--- config.mk ---
export PLATFORM = sky130hd
export DESIGN_NAME = bfvs_ram
export DESIGN_NICKNAME = d
export VERILOG_FILES = /design/src/rtl/bfvs_ram.sv
export SDC_FILE = /design/constraint.sdc
export NUM_CORES = 1
export LEC_CHECK = 0
export BUFFER_PORTS_ARGS = -buffer_cell sky130_fd_sc_hd__clkbuf_2
export CORE_MARGIN = 2
export CORE_UTILIZATION = 60
export DETAILED_ROUTE_END_ITERATION = 10
export PLACE_DENSITY = 0.78
export RECOVER_POWER = 100
export SETUP_SLACK_MARGIN = 0.4
export SYNTH_ARGS = -nofsm -noshare
export SYNTH_HDL_FRONTEND = slang
export SYNTH_SLANG_ARGS = --single-unit
export TNS_END_PERCENT = 30
--- constraint.sdc ---
create_clock -name i_clk -period 2 [get_ports i_clk]
set_input_delay 0.2 -clock i_clk [delete_from_list [all_inputs] [get_ports i_clk]]
set_output_delay 0.2 -clock i_clk [all_outputs]
set_load 0.005 [all_outputs]
--- src/rtl/bfvs_ram.sv ---
// generic simple dual-port ram with registered read
module bfvs_ram #(
    parameter int WIDTH = 8,
    parameter int DEPTH = 16
) (
    input  logic                     i_clk,
    input  logic                     i_we,
    input  logic [$clog2(DEPTH)-1:0] i_waddr,
    input  logic [WIDTH-1:0]         i_wdata,
    input  logic [$clog2(DEPTH)-1:0] i_raddr,
    output logic [WIDTH-1:0]         o_rdata
);

    logic [WIDTH-1:0] r_mem [DEPTH];
    logic [WIDTH-1:0] r_rdata;

    // write port
    always_ff @(posedge i_clk) begin
        if (i_we) begin
            r_mem[i_waddr] <= i_wdata;
        end
    end

    // registered read port
    always_ff @(posedge i_clk) begin
        r_rdata <= r_mem[i_raddr];
    end

    assign o_rdata = r_rdata;

endmodule

; Yosys cells after proc, flatten, opt, wreduce, memory -nomap -nowiden
; Memories as Yosys holds them, arrays and structs flattened. A register that Yosys moved wholly into a read port is not among the register bits.
; Cells that the tools add are included.
[word_totals]
reg_bits = 0
mem_bits_rw = 128
output_inout_bits = 8
wordCells = 3
n_memories = 1
[classes]
mux = 2
[mem_list]
columns = name, words, word_bits, rd, rd_clocked_by_memory_dff, write_ports, line_no
row1 = r_mem, 16, 8, 1, 1, 1, 14  ; logic [WIDTH-1:0] r_mem [DEPTH];
[ops]
columns = operator, n
row1 = 1-bit 2-to-1 mux, 2

; Longest topological paths before layout
[logic_depth]
word_depth = 2
ltp_mapped = 5
ltp_nobuf = 3

; Worst setup path after synthesis
; OpenSTA, ideal clock, no wires.
[synth_timing]
kind = input to register
from = input port i_waddr[2]
to = memory r_mem[0][0], enable pin
setup_time_ps = 383
arrival_time_ps = 1310
required_time_ps = 1617
path_slack_ps = 307
stages = 2
path_cell_list = or3b_2 -> nor3_1
[synth_lines]
columns = element, line_no
row1 = "start, declared", 8  ; input logic [$clog2(DEPTH)-1:0] i_waddr,
row2 = "end, declared", 14
; Straight into the memory's write port.

==> run metrics <==
status finished clean; CP max-delay cell mux4_1; Worst setup EP type flip-flop; residual DRC count 0; startpoint type of the worst setup path flip-flop; Rel. slew slack 50.1%; Cell Chain, Critical Path mux4_1, a22oi_1, nand2_1; max_cap viols 0; Ant. Diodes 0; vias in the first global route about 2600; H-tree lvl count 4; Final Util 72.4%; I/O pins 26; hold buffer count at cts 0; die area 9340 um^2; Netlist Area Pre-Place 5150 um^2; syn_nets between 200 and 250; Vias 2482; clock sinks 136; clock-pin transition on the worst setup and hold timing paths about 0.060 ns; Rows 33; Clock Path Buffers 2; Post-CTS Repair Setup Buffers 0; Slew Limit Fails 0; TritonCTS Buffers 17; Layout area overhead 16.2%; post-synthesis cell count about 230; Worst Hold Class input pin to flip-flop; Final Hold Fails 0; leading register cell type out of synthesis edfxtp_1; WS Path Type flip-flop to flip-flop; antenna violations before repair 0; CTS tree yes; Remaining Overflow, GRT 0; nets 300; crit-path max cell delay 0.53 ns; DRT Wirelength just under 10000 um; RSZ-0062 raised after global routing no; Tcrit/Tclk final between 70% and 80%; GPL Wtd Cong roughly 0.69; Final setup viols 0; Resized Gates After CTS 0; WP data required 2.41 ns; area share of the largest cell type after synthesis 74.7%; Die W between 90 and 100 um; antenna-violating nets left 0; Yosys reg bits 136; Core Area roughly 8300 um^2; Area contributors post-synth edfxtp_1, mux4_2, mux4_1; Clock Latency Late Sink 0.53 ns; # port buffers 25; pwr dens 1090 nW/um^2; share of layout cells above drive strength 1 between 20 and 25%; FMAX between 0.7 and 0.8 GHz; crit path time final about 1.4 ns; setup_tns 0 ns; worst slew pin tran roughly 0.75 ns; 1st-iter DRT viols roughly 230; yosys warns 0; global-route wire length before repair about 15000 um; clock skew 0.00506 ns; Root Driver clkbuf_8; syn avg cell area 22.5 um^2; Post-DP HPWL approximately 5700 um; fill count 493; P_leak 1.97 nW; chip height roughly 97 um; initial core utilization 62.3%; DRT Pass-1 Iters 4; crit path DAT 1.83 ns; Peak VDD IR 697 uV; async set-reset flop share out of synthesis 0%; wire length per cell approximately 25 um; largest net degree at the start of global routing 33; Synth cell types 19; cell taking the most area after synthesis edfxtp_1; GRT Resource Usage Total 23.0%; critical path peak fanout 1; Post-synth EDFFs 128; post-synthesis sequential area ratio 77.8%; Vias/cell 6.22
-- cell usage in the layout, fill, tap and decap left out, types with 3 or more instances in the layout --
| cell type | count |
|---|---|
| a22oi_1 | 16 |
| bufinv_16 | 3 |
| clkbuf_1 | 32 |
| clkbuf_16 | 16 |
| clkbuf_2 | 10 |
| clkinv_4 | 3 |
| clkinvlp_4 | 3 |
| dfxtp_1 | 8 |
| edfxtp_1 | 128 |
| mux4_1 | 14 |
| mux4_2 | 18 |
| nand2_1 | 9 |
| nor2_1 | 13 |
| nor3_1 | 4 |
-- per-layer routing --
metal  vias to the layer above  routed length (um)  track usage (%)
li1                       1077                   -                -
met1                      1262                3840             30.0
met2                       127                4980             36.6
met3                        16                 813             7.30
met4                         0                 193             9.10
met5                         -                   0                0
-- synth_stat cells (all sizes together) (2+ instances only) --
cell and instances:
nand3b 2, nand2 9, mux4 32, buf 7
edfxtp 128, nor2 13, dfxtp 8, nand2b 2
nor3 4, clkdlybuf4s25 3, a22oi 16
-- worst max-delay path, delay by kind of cell (launching register included) --
family          cells  cell delay [ns]
simple gates        1             0.08
flops               1             0.37
compound gates      1             0.32
mux                 1             0.53
-- power breakdown --
group / internal (mW) / switching (mW) / total, mW
sequential: 3.19 / 0.0232 / 3.21
combinational: 0.118 / 0.160 / 0.278
clock: 1.88 / 1.15 / 3.03
total: 5.19 / 1.33 / 6.52
-- sequential cells by signal (all words and copies together), names as in the netlist --
signal / flops
o_rdata: 8
r_mem: 128
-- logic make-up after synthesis --
family | after synthesis | synth area share [%]
muxes | 32 | 15.0
AOI/OAI and AO/OA | 16 | 2.33
buffers and inverters | 10 | 1.68
DFF | 136 | 77.8
and+or+nand+nor | 35 | 3.18
-- layout make-up --
type	count	area, um^2	share of cell area [%]
timing repair buffer	44	214	3.58
multi-input combinational	83	1060	17.7
clock inverter	13	156	2.62
tap	105	131	2.20
sequential	136	4000	66.9
clock buffer	18	418	6.99
-- metrics by stage --
| stage | area, um^2 | std cells | hold slack (ns) | total power [mW] | worst slack, ns |
|---|---|---|---|---|---|
| after global routing | 5980 | 399 | 0.211 | 6.70 | 0.531 |
| after global placement | 5490 | 368 | 0.574 | 3.54 | 0.349 |
| after CTS | 6060 | 399 | 0.0712 | 6.58 | 0.570 |
| after detailed placement | 5490 | 368 | 0.576 | 3.55 | 0.319 |
| final | 5980 | 399 | 0.187 | 6.52 | 0.577 |
| after floorplan | 5150 | 229 | 0.299 | 3.42 | 0.534 |
-- final timing paths --
| kind | endpoint | cells past startpoint | start | slack (ns) |
|---|---|---|---|---|
| setup reg to reg | o_rdata[0] | 3 | r_mem[1][0] | 0.58 |
| setup / recovery | o_rdata[0] | 3 | r_mem[1][0] | 0.58 |
| hold reg to reg | o_rdata[4] | 3 | r_mem[11][4] | 0.68 |
| hold / removal | r_mem[13][3] | 1 | i_wdata[3] | 0.19 |
Note: power is estimated with default switching activity, not from simulation.
